<file path="src/sorted_key_table_top_assert.svh">
// assertion macros for the sorted key table
`ifndef SORTED_KEY_TABLE_TOP_ASSERT_SVH
`define SORTED_KEY_TABLE_TOP_ASSERT_SVH

`ifndef SYNTHESIS
`define SKT_ASSERT(lbl, cond) \
    lbl: assert property (@(posedge i_clk) disable iff (!i_rst_n) (cond)) \
        else $error("sorted key table check failed");
`define SKT_ASSERT_IMPL(lbl, ante, cons) \
    lbl: assert property (@(posedge i_clk) disable iff (!i_rst_n) (ante) |-> (cons)) \
        else $error("sorted key table check failed");
`define SKT_ASSERT_NEXT(lbl, ante, cons) \
    lbl: assert property (@(posedge i_clk) disable iff (!i_rst_n) (ante) |=> (cons)) \
        else $error("sorted key table check failed");
`else
`define SKT_ASSERT(lbl, cond)
`define SKT_ASSERT_IMPL(lbl, ante, cons)
`define SKT_ASSERT_NEXT(lbl, ante, cons)
`endif

`endif

</file>
<file path="src/skt_pkg.sv">
`timescale 1ns / 1ps
package skt_pkg;

    localparam int DEPTH   = 16;
    localparam int ADDR_W  = $clog2(DEPTH);
    localparam int CNT_W   = $clog2(DEPTH + 1);
    localparam int KEY_W   = 32;
    localparam int IDX_W   = 4;
    localparam int COUNT_W = 5;

    typedef enum logic [1:0] {
        OP_INSERT = 2'd0,
        OP_SORT   = 2'd1,
        OP_SEARCH = 2'd2,
        OP_CLEAR  = 2'd3
    } t_op;

    typedef enum logic [1:0] {
        ST_OK   = 2'd0,
        ST_DUP  = 2'd1,
        ST_FULL = 2'd2,
        ST_MISS = 2'd3
    } t_status;

    typedef struct packed {
        t_op              opcode;
        logic [KEY_W-1:0] key;
    } t_skt_req;

    typedef struct packed {
        t_status            status;
        logic               found;
        logic [IDX_W-1:0]   index;
        logic [COUNT_W-1:0] entry_count;
    } t_skt_rsp;

    function automatic logic [IDX_W-1:0] to_index(input logic [ADDR_W-1:0] a);
        logic [ADDR_W+IDX_W-1:0] w;
        w = {{IDX_W{1'b0}}, a};
        return w[IDX_W-1:0];
    endfunction

    function automatic logic [COUNT_W-1:0] to_count(input logic [CNT_W-1:0] c);
        logic [CNT_W+COUNT_W-1:0] w;
        w = {{COUNT_W{1'b0}}, c};
        return w[COUNT_W-1:0];
    endfunction

endpackage

</file>
<file path="src/sorted_key_table_top.sv">
`timescale 1ns / 1ps
// sorted key table: up to 16 unsigned 32-bit keys held in one synchronous RAM
// request channel: start with i_req (opcode, key); taken at a clock edge where
// start is high and busy is low. one request is worked on at a time.
// result channel: o_valid is high for exactly one cycle with o_rsp (status,
// found, index, entry_count); the receiver cannot stall it, so it must take
// every result in the cycle it is shown.
// how each request is worked, n = keys held:
//   clear, sort with n < 2, insert into a full table: answered from idle
//   insert: compares the held keys in order from index 0, stops on a duplicate
//   at index k, else writes the key at index n; search: binary search, ending on
//   a hit at probe p or a miss after p probes, p at most log2(n) + 1
//   sort: passes of compares over the held keys, one compare fewer each pass
// every key access goes through the single RAM read port; a sort pass carries
// the larger key in a register and writes one entry per compare.
// busy stays high until the result is issued; a new request can be taken in
// the cycle the result is shown.
// reset (synchronous, active low) empties the table; RAM contents are left
// as they are and are never used before being written.
module sorted_key_table_top
    import skt_pkg::*;
(
    input  logic     i_clk,
    input  logic     i_rst_n,
    input  logic     start,
    input  t_skt_req i_req,
    output logic     busy,
    output logic     o_valid,
    output t_skt_rsp o_rsp
);

    typedef enum logic [3:0] {
        S_IDLE,
        S_INS_RD,
        S_INS_CMP,
        S_SRCH_RD,
        S_SRCH_CMP,
        S_SORT_LD,
        S_SORT_FIRST,
        S_SORT_STEP,
        S_SORT_END
    } t_state;

    t_state             r_state;
    logic [CNT_W-1:0]   r_count;
    logic [ADDR_W-1:0]  r_ptr;
    logic [ADDR_W-1:0]  r_lim;
    logic [ADDR_W-1:0]  r_mid;
    logic [CNT_W-1:0]   r_lo;
    logic [CNT_W-1:0]   r_hi;
    logic [KEY_W-1:0]   r_key;
    logic [KEY_W-1:0]   r_hold;
    logic               r_valid;
    t_skt_rsp           r_rsp;

    logic [KEY_W-1:0]   r_key_mem [DEPTH];
    logic [KEY_W-1:0]   r_rd_data;

    logic [ADDR_W-1:0]  rd_addr;
    logic               wr_en;
    logic [ADDR_W-1:0]  wr_addr;
    logic [KEY_W-1:0]   wr_data;
    logic [CNT_W-1:0]   mid_wide;
    logic [ADDR_W-1:0]  mid;
    logic               accept;
    logic               ins_at_end;
    logic               hold_gt;

    assign accept     = start && !busy;
    assign busy       = (r_state != S_IDLE);
    assign o_valid    = r_valid;
    assign o_rsp      = r_rsp;
    assign ins_at_end = (CNT_W'(r_ptr) == r_count);
    assign hold_gt    = (r_hold > r_rd_data);

    // lo + (hi - lo - 1) / 2 with hi kept exclusive
    assign mid_wide = r_lo + ((r_hi - r_lo - CNT_W'(1)) >> 1);
    assign mid      = mid_wide[ADDR_W-1:0];

    always_comb begin
        rd_addr = '0;
        wr_en   = 1'b0;
        wr_addr = r_ptr;
        wr_data = r_key;
        unique case (r_state)
            S_INS_RD: begin
                rd_addr = r_ptr;
                wr_en   = ins_at_end;
            end
            S_SRCH_RD:    rd_addr = mid;
            S_SORT_FIRST: rd_addr = ADDR_W'(1);
            S_SORT_STEP: begin
                rd_addr = r_ptr + ADDR_W'(2);
                wr_en   = 1'b1;
                wr_data = hold_gt ? r_rd_data : r_hold;
            end
            S_SORT_END: begin
                wr_en   = 1'b1;
                wr_data = r_hold;
            end
            default: rd_addr = '0;
        endcase
    end

    always_ff @(posedge i_clk) begin
        if (wr_en) begin
            r_key_mem[wr_addr] <= wr_data;
        end
        r_rd_data <= r_key_mem[rd_addr];
    end

    always_ff @(posedge i_clk) begin
        if (!i_rst_n) begin
            r_state <= S_IDLE;
            r_count <= '0;
            r_valid <= 1'b0;
        end else begin
            r_valid <= 1'b0;
            unique case (r_state)
                S_IDLE: begin
                    if (accept) begin
                        r_key <= i_req.key;
                        r_ptr <= '0;
                        unique case (i_req.opcode)
                            OP_INSERT: begin
                                if (r_count == CNT_W'(DEPTH)) begin
                                    r_rsp   <= '{status: ST_FULL, found: 1'b0, index: '0,
                                                 entry_count: to_count(r_count)};
                                    r_valid <= 1'b1;
                                end else begin
                                    r_rsp   <= '{status: ST_OK, found: 1'b0, index: '0,
                                                 entry_count: to_count(r_count)};
                                    r_state <= S_INS_RD;
                                end
                            end
                            OP_SORT: begin
                                r_rsp <= '{status: ST_OK, found: 1'b0, index: '0,
                                           entry_count: to_count(r_count)};
                                if (r_count < CNT_W'(2)) begin
                                    r_valid <= 1'b1;
                                end else begin
                                    r_lim   <= ADDR_W'(r_count - CNT_W'(1));
                                    r_state <= S_SORT_LD;
                                end
                            end
                            OP_SEARCH: begin
                                r_rsp   <= '{status: ST_OK, found: 1'b0, index: '0,
                                             entry_count: to_count(r_count)};
                                r_lo    <= '0;
                                r_hi    <= r_count;
                                r_state <= S_SRCH_RD;
                            end
                            OP_CLEAR: begin
                                r_count <= '0;
                                r_rsp   <= '{status: ST_OK, found: 1'b0, index: '0,
                                             entry_count: '0};
                                r_valid <= 1'b1;
                            end
                            default: r_state <= S_IDLE;
                        endcase
                    end
                end
                S_INS_RD: begin
                    if (ins_at_end) begin
                        r_count <= r_count + CNT_W'(1);
                        r_rsp   <= '{status: ST_OK, found: 1'b1, index: to_index(r_ptr),
                                     entry_count: to_count(r_count + CNT_W'(1))};
                        r_valid <= 1'b1;
                        r_state <= S_IDLE;
                    end else begin
                        r_state <= S_INS_CMP;
                    end
                end
                S_INS_CMP: begin
                    if (r_rd_data == r_key) begin
                        r_rsp.status <= ST_DUP;
                        r_valid      <= 1'b1;
                        r_state      <= S_IDLE;
                    end else begin
                        r_ptr   <= r_ptr + ADDR_W'(1);
                        r_state <= S_INS_RD;
                    end
                end
                S_SRCH_RD: begin
                    if (r_lo >= r_hi) begin
                        r_rsp.status <= ST_MISS;
                        r_valid      <= 1'b1;
                        r_state      <= S_IDLE;
                    end else begin
                        r_mid   <= mid;
                        r_state <= S_SRCH_CMP;
                    end
                end
                S_SRCH_CMP: begin
                    if (r_rd_data == r_key) begin
                        r_rsp.found <= 1'b1;
                        r_rsp.index <= to_index(r_mid);
                        r_valid     <= 1'b1;
                        r_state     <= S_IDLE;
                    end else begin
                        if (r_rd_data < r_key) begin
                            r_lo <= CNT_W'(r_mid) + CNT_W'(1);
                        end else begin
                            r_hi <= CNT_W'(r_mid);
                        end
                        r_state <= S_SRCH_RD;
                    end
                end
                S_SORT_LD: begin
                    r_ptr   <= '0;
                    r_state <= S_SORT_FIRST;
                end
                S_SORT_FIRST: begin
                    r_hold  <= r_rd_data;
                    r_state <= S_SORT_STEP;
                end
                S_SORT_STEP: begin
                    // smaller key goes back at r_ptr, larger one rides along
                    if (!hold_gt) begin
                        r_hold <= r_rd_data;
                    end
                    r_ptr <= r_ptr + ADDR_W'(1);
                    if ((r_ptr + ADDR_W'(1)) == r_lim) begin
                        r_state <= S_SORT_END;
                    end
                end
                S_SORT_END: begin
                    r_lim <= r_lim - ADDR_W'(1);
                    if (r_lim == ADDR_W'(1)) begin
                        r_valid <= 1'b1;
                        r_state <= S_IDLE;
                    end else begin
                        r_state <= S_SORT_LD;
                    end
                end
                default: r_state <= S_IDLE;
            endcase
        end
    end

`include "sorted_key_table_top_assert.svh"

    `SKT_ASSERT(a_count_range, r_count <= CNT_W'(DEPTH))
    `SKT_ASSERT_IMPL(a_result_when_idle, r_valid, r_state == S_IDLE)
    `SKT_ASSERT_NEXT(a_request_answered, accept, busy || r_valid)
    `SKT_ASSERT_IMPL(a_found_is_ok, r_valid && r_rsp.found, r_rsp.status == ST_OK)
    `SKT_ASSERT_IMPL(a_sort_write_in_range, wr_en && r_state != S_INS_RD,
                     CNT_W'(wr_addr) < r_count)

endmodule
</file>
<file path="config.mk">
export PLATFORM = sky130hd
export DESIGN_NAME = sorted_key_table_top
export DESIGN_NICKNAME = d
export VERILOG_FILES = /design/src/skt_pkg.sv /design/src/sorted_key_table_top.sv
export VERILOG_INCLUDE_DIRS = /design/src /design/src/src
export SDC_FILE = /design/constraint.sdc
export NUM_CORES = 1
export LEC_CHECK = 0
export BUFFER_PORTS_ARGS = -buffer_cell sky130_fd_sc_hd__buf_4
export CORE_UTILIZATION = 57
export CTS_CLUSTER_DIAMETER = 40
export CTS_CLUSTER_SIZE = 28
export DETAILED_ROUTE_END_ITERATION = 7
export PLACE_DENSITY = 0.76
export SKIP_CTS_REPAIR_TIMING = 1
export SLEW_MARGIN = 20
export SYNTH_ARGS = -nofsm -noshare
export SYNTH_HDL_FRONTEND = slang
export SYNTH_SLANG_ARGS = --single-unit
</file>
<file path="constraint.sdc">
create_clock -name i_clk -period 4.9 [get_ports i_clk]
set_clock_uncertainty 0.1 [all_clocks]
set_input_delay 0.49 -clock i_clk [delete_from_list [all_inputs] [get_ports i_clk]]
set_output_delay 0.49 -clock i_clk [all_outputs]
set_load 0.02 [all_outputs]
</file>
# Word-level counts from Yosys, hierarchy flattened
# Memory sizes are Yosys's and may differ from the RTL's. A register that Yosys moved wholly into a read port is not among the register bits.
# Index checks and enable logic that the tools add are counted.
# totals
in_bits,37
mem_bits_rw,512
n_memories,1
elab_cells,149
ff_bits,108
out_inout_bits,14
# classes
reduce_logical,27
n_lt_le_gt_ge,4
addsub,9
n_mux,59
bitwise_logic,1
eq_ne,34
# memory_table
memory,depth,word_bits,read_ports,rd_clocked_by_memory_dff,wr,line,source
r_key_mem,16,32,1,1,1,sorted_key_table_top.sv:56,logic [KEY_W-1:0] r_key_mem [DEPTH];
# op_table
operator,n
32-bit one-hot mux with 2 select lines,2
32-bit two-way mux,2
5-bit two-way mux,12
5-bit one-hot mux with 2 select lines,4
12-bit two-way mux,3
4-bit two-way mux,9
12-bit one-hot mux with 3 select lines,1
4-bit one-hot mux with 9 select lines,1
32-bit == test,1
32-bit greater-than comparator,1
32-bit < comparator,1
4-bit one-hot mux with 4 select lines,2
2-bit != test (second input constant),12
6-bit AND reduction,3
4-bit by 3-bit == test with 1-bit output (second input constant),4
5-bit one-hot mux with 3 select lines,1
5-bit AND reduction,3
4-bit one-hot mux with 3 select lines,1
4-bit AND reduction,3
4-bit nonzero test,3
1-bit two-way mux,10
3-bit AND reduction,3
4-bit by 1-bit == test with 1-bit output (second input constant),2
4-bit by 2-bit == test with 1-bit output (second input constant),2
34 further kinds,48

# Depth between registers and ports, before layout
# depth
depth_word,5
ltp_mapped,16
mapped_depth_nobuf,14

# Worst setup path before layout
# No wires, ideal clock.
# synth_timing
path_type,reg2reg
from,reg r_hold[7]
to,reg r_hold[0] (enable)
setup_time_ns,0.480
path_slack_ns,0.140
path_stages_with_launch,8
period_less_slack_ns,4.760
arrival_ns,4.180
cell_sequence,edfxtp_1 ha_1 a21oi_1 o21ai_0 o2bb2ai_1 o31ai_1 nand2_1 a311oi_1
# synth_between
elab_chain_len,3
# synth_lines
element,line,source
"start, declared",sorted_key_table_top.sv:52,logic [KEY_W-1:0] r_hold;
"start signal, assigned",sorted_key_table_top.sv:214,r_hold <= r_rd_data;
"start signal, assigned",sorted_key_table_top.sv:220,r_hold <= r_rd_data;
32-bit greater-than comparator,sorted_key_table_top.sv:74,assign hold_gt = (r_hold > r_rd_data);
2-bit != test (no line),n/a,
3-bit AND reduction (no line),n/a,
# Every way passes these cells.
# A chain may end at the register's enable or synchronous reset.

# Final worst setup path
# layout_timing
from,reg r_lo[0]
to,"reg r_rd_data[27], read port of r_key_mem"
# layout_between
elab_chain_len,4
# layout_lines
element,line,source
"start, declared",sorted_key_table_top.sv:49,logic [CNT_W-1:0] r_lo;
"start signal, assigned",sorted_key_table_top.sv:202,r_lo <= CNT_W'(r_mid) + CNT_W'(1);
5-bit subtractor,sorted_key_table_top.sv:77,assign mid_wide = r_lo + ((r_hi - r_lo - CNT_W'(1)) >> 1);
5-bit by 1-bit subtractor with 5-bit output,sorted_key_table_top.sv:77,
4-bit adder (*),sorted_key_table_top.sv:77,
4-bit one-hot mux with 4 select lines (*),sorted_key_table_top.sv:85,unique case (r_state)
"end, declared",sorted_key_table_top.sv:57,logic [KEY_W-1:0] r_rd_data;
# Every way passes the cells marked *; elsewhere a longest branch is shown, timed or not.

==> run_results.csv <==
group,metric,value,unit
status,status,"completed",
sta,setup_tns,0,ns
cts,clk_path_buf_depth,3,
detailed_routing,final_antenna_net_count,0,
floorplan,die_y,224.2,um
floorplan,top_level_ports,51,
sta,clock.fmax,229.6,MHz
floorplan,die-width,224.2,um
pwr,pwr_density_cell,456.2,nW/um^2
cells_and_area,drive_gt1_share,11.15,%
synthesis,ys_seq_elements,652,
floorplan,initial_core_util,57.63,%
global_routing,grt_max_degree,113,
synthesis,synth_commonest_cells,"edfxtp_1, nand2_1, nand3_1",
global_routing,antenna_found_initial,0,
sta,setup_viol,0,
min_path,hp-class,"in2reg",
sta,post-route-min-period,4.355,ns
synthesis,netlist_top_cells_area,"edfxtp_1, nand2_1, ha_1",
pwr,total_leakage_power,11.66,nW
cells_and_area,multiInputGateArea,8129,um^2
sta,slew_violations,0,
setup_path,worstPathRequired,5.35,ns
synthesis,synth_nets,2374,
cts,clkTransAtPathRegs,0.07,ns
global_routing,track_usage,28.36,%
synthesis,ys_seq_area_share,68.05,%
detailed_routing,vias,19090,
place,routabilityCongestion,0.9135,
cts,cts_made_buffers,74,
synthesis,synth_area,28150,um^2
setup_path,crit_chain,"inv_1, ha_1, inv_1, fa_1, inv_1, ha_1, inv_1, fa_1, a311oi_1, nand2_4, buf_12, a31oi_1, a32oi_1, mux2i_1",
pwr,ir_worst_vdd,277.2,uV
synthesis,ys_warn_count,0,
setup_path,cp-start-kind,"register",
synthesis,syn_inst,2244,
synthesis,synth_top_area_share,65.06,%
global_routing,grt_pass1_wl,107000,um
floorplan,rows,81,
synthesis,yosys.area.top_type,"edfxtp_1",
detailed_routing,drc,0,
sta,relSlewSlack,27.89,%
cts,cts_tree,"built",
floorplan,core_area,48850,um^2
cells_and_area,diodes,0,
sta,hold_viol_final,0,
setup_path,worst-path-max-fanout,57,
synthesis,yosysUniqueCellTypes,68,
synthesis,avgSynthCellArea,12.55,um^2
detailed_routing,wl,71180,um
setup_path,endpoint_kind,"register",
sta,rsz0062_at_grt,"false",
synthesis,synth_edf_count,610,
place,post-dp-hpwl,39250,um
detailed_routing,dr.pass1.iters,6,
place,io_buffers,50,
setup_path,crit_arrival,4.80,ns
cells_and_area,num-nets-final,2446,
setup_path,crit_top_cell,"inv_1",
detailed_routing,dr.first_iter.drc_count,2371,
pwr,power,14.75,mW
setup_path,cpPeakStageDelay,0.79,ns
cts,htree_levels,3,
global_routing,grt_overflow_total,0,
cells_and_area,regArea,19160,um^2
place,pre_cts_ws,0.6529,ns
flow_run,cap_violations,0,
cells_and_area,fillers,3386,
cts,clock_latency,0.62,ns
synthesis,ys_async_sr_fraction,0,%
sta,worst_pin_slew,1.082,ns
sta,fin_crit_sh,88.87,%
detailed_routing,avgRoutedWirePerCell,23.41,um
floorplan,die_area,50280,um^2
setup_path,crit_slowest_cell,"a311oi_1",
cells_and_area,syn2layout_area_growth,14.88,%
setup_path,critical_path_buf_inv_count,5,
synthesis,synthFlopType,"edfxtp_1",
global_routing,grt_pass1_vias,18250,
detailed_routing,viasPerCell,6.277,
synthesis,synth_most_common_cell,"edfxtp_1",
setup_path,critical_path_class,"reg2reg",
cts,cts.root.buffer_cell,"clkbuf_16",
setup_path,cp_top_family,"adder cells",
sta,final.setup.worst_slack,0.5452,ns
cts,clock-sinks,652,
[worst paths after layout]
kind                          from                     to  slack [ns]  cells after the start
min                        i_rst_n     o_valid$_SDFF_PN0_        0.08                      3
max reg2reg  r_lo[0]$_SDFFCE_PN0P_  r_rd_data[27]$_DFF_P_        0.55                     14
max          r_lo[0]$_SDFFCE_PN0P_  r_rd_data[27]$_DFF_P_        0.55                     14
min reg2reg  r_rd_data[12]$_DFF_P_   r_hold[12]$_DFFE_PP_        0.40                      0
[state kept, by name (all words and copies together), names as in the netlist]
signal / cells
r_ptr: 4
r_lim: 4
r_state: 4
r_lo: 5
r_hi: 5
r_key: 32
r_mid: 4
o_valid: 1
o_rsp: 12
r_key_mem: 512
r_count: 5
r_rd_data: 32
r_hold: 32
[cells by family (layout without fill, tap and decap cells)]
family	after synthesis	after routing	share of synthesized area, %
simple gates	898	898	13.69
flops	652	652	68.05
compound gates	315	315	8.391
buf+inv	229	362	3.751
fa+ha+maj	93	93	4.186
mux	35	35	1.249
xor+xnor	22	22	0.6844
[layer usage]
metal / vias to the layer above / wire length [um] / track usage [%]
met1: 9296 / 27540 / 38.74
met2: 1159 / 33860 / 45.37
met5: - / 0 / 0
met3: 177 / 7157 / 4.324
li1: 8456 / - / -
met4: 0 / 2619 / 12.71
[through the flow]
| stage | hold WS (ns) | instances | area [um^2] | util [%] |
|---|---|---|---|---|
| 2_1_floorplan | 0.3565 | 2244 | 28150 | - |
| 3_3_place_gp | 0.3870 | 2872 | 29450 | 60.28 |
| 3_5_place_dp | 0.3841 | 2872 | 29450 | 60.28 |
| 4_1_cts | -0.07421 | 3009 | 32020 | 65.55 |
| 5_1_grt | 0.09546 | 3041 | 32340 | 66.21 |
| 6_report | 0.07872 | 3041 | 32340 | 66.21 |
[cell usage in the layout, fill, tap and decap left out, types with 32 or more instances in the layout]
cell	n
nand3_1	206
a22o_1	33
ha_1	91
nor2_1	35
dlygate4sd3_1	32
inv_1	94
dfxtp_1	42
edfxtp_1	610
a31oi_1	68
a32oi_1	64
a21oi_1	48
mux2i_1	34
a221o_1	32
buf_4	79
clkbuf_16	76
nand2_1	563
[worst register-to-register path, delay by kind of cell (launching register included)]
family,cells,cell delay (ns)
buffers and inverters,5,0.64
and+or+nand+nor,1,0.49
DFF,1,0.40
muxes,1,0.20
AOI/OAI and AO/OA,3,1.14
adders and majority gates,4,1.31
[final cells by class]
class	count	share of cell area, %
Sequential cell	652	59.24
Multi-Input combinational cell	1363	25.13
Clock buffer	87	6.070
Timing Repair Buffer	130	4.000
Tap cell	664	2.569
Clock inverter	50	1.888
Inverter	95	1.103
[where the power goes]
group | switching, mW | leakage [nW] | total (mW) | internal [mW]
Sequential | 0.255 | 5.85 | 6.65 | 6.40
Clock | 2.35 | 1.24 | 5.73 | 3.38
Combinational | 1.51 | 4.57 | 2.37 | 0.860
No activity file was read; power rests on OpenSTA's default activity.
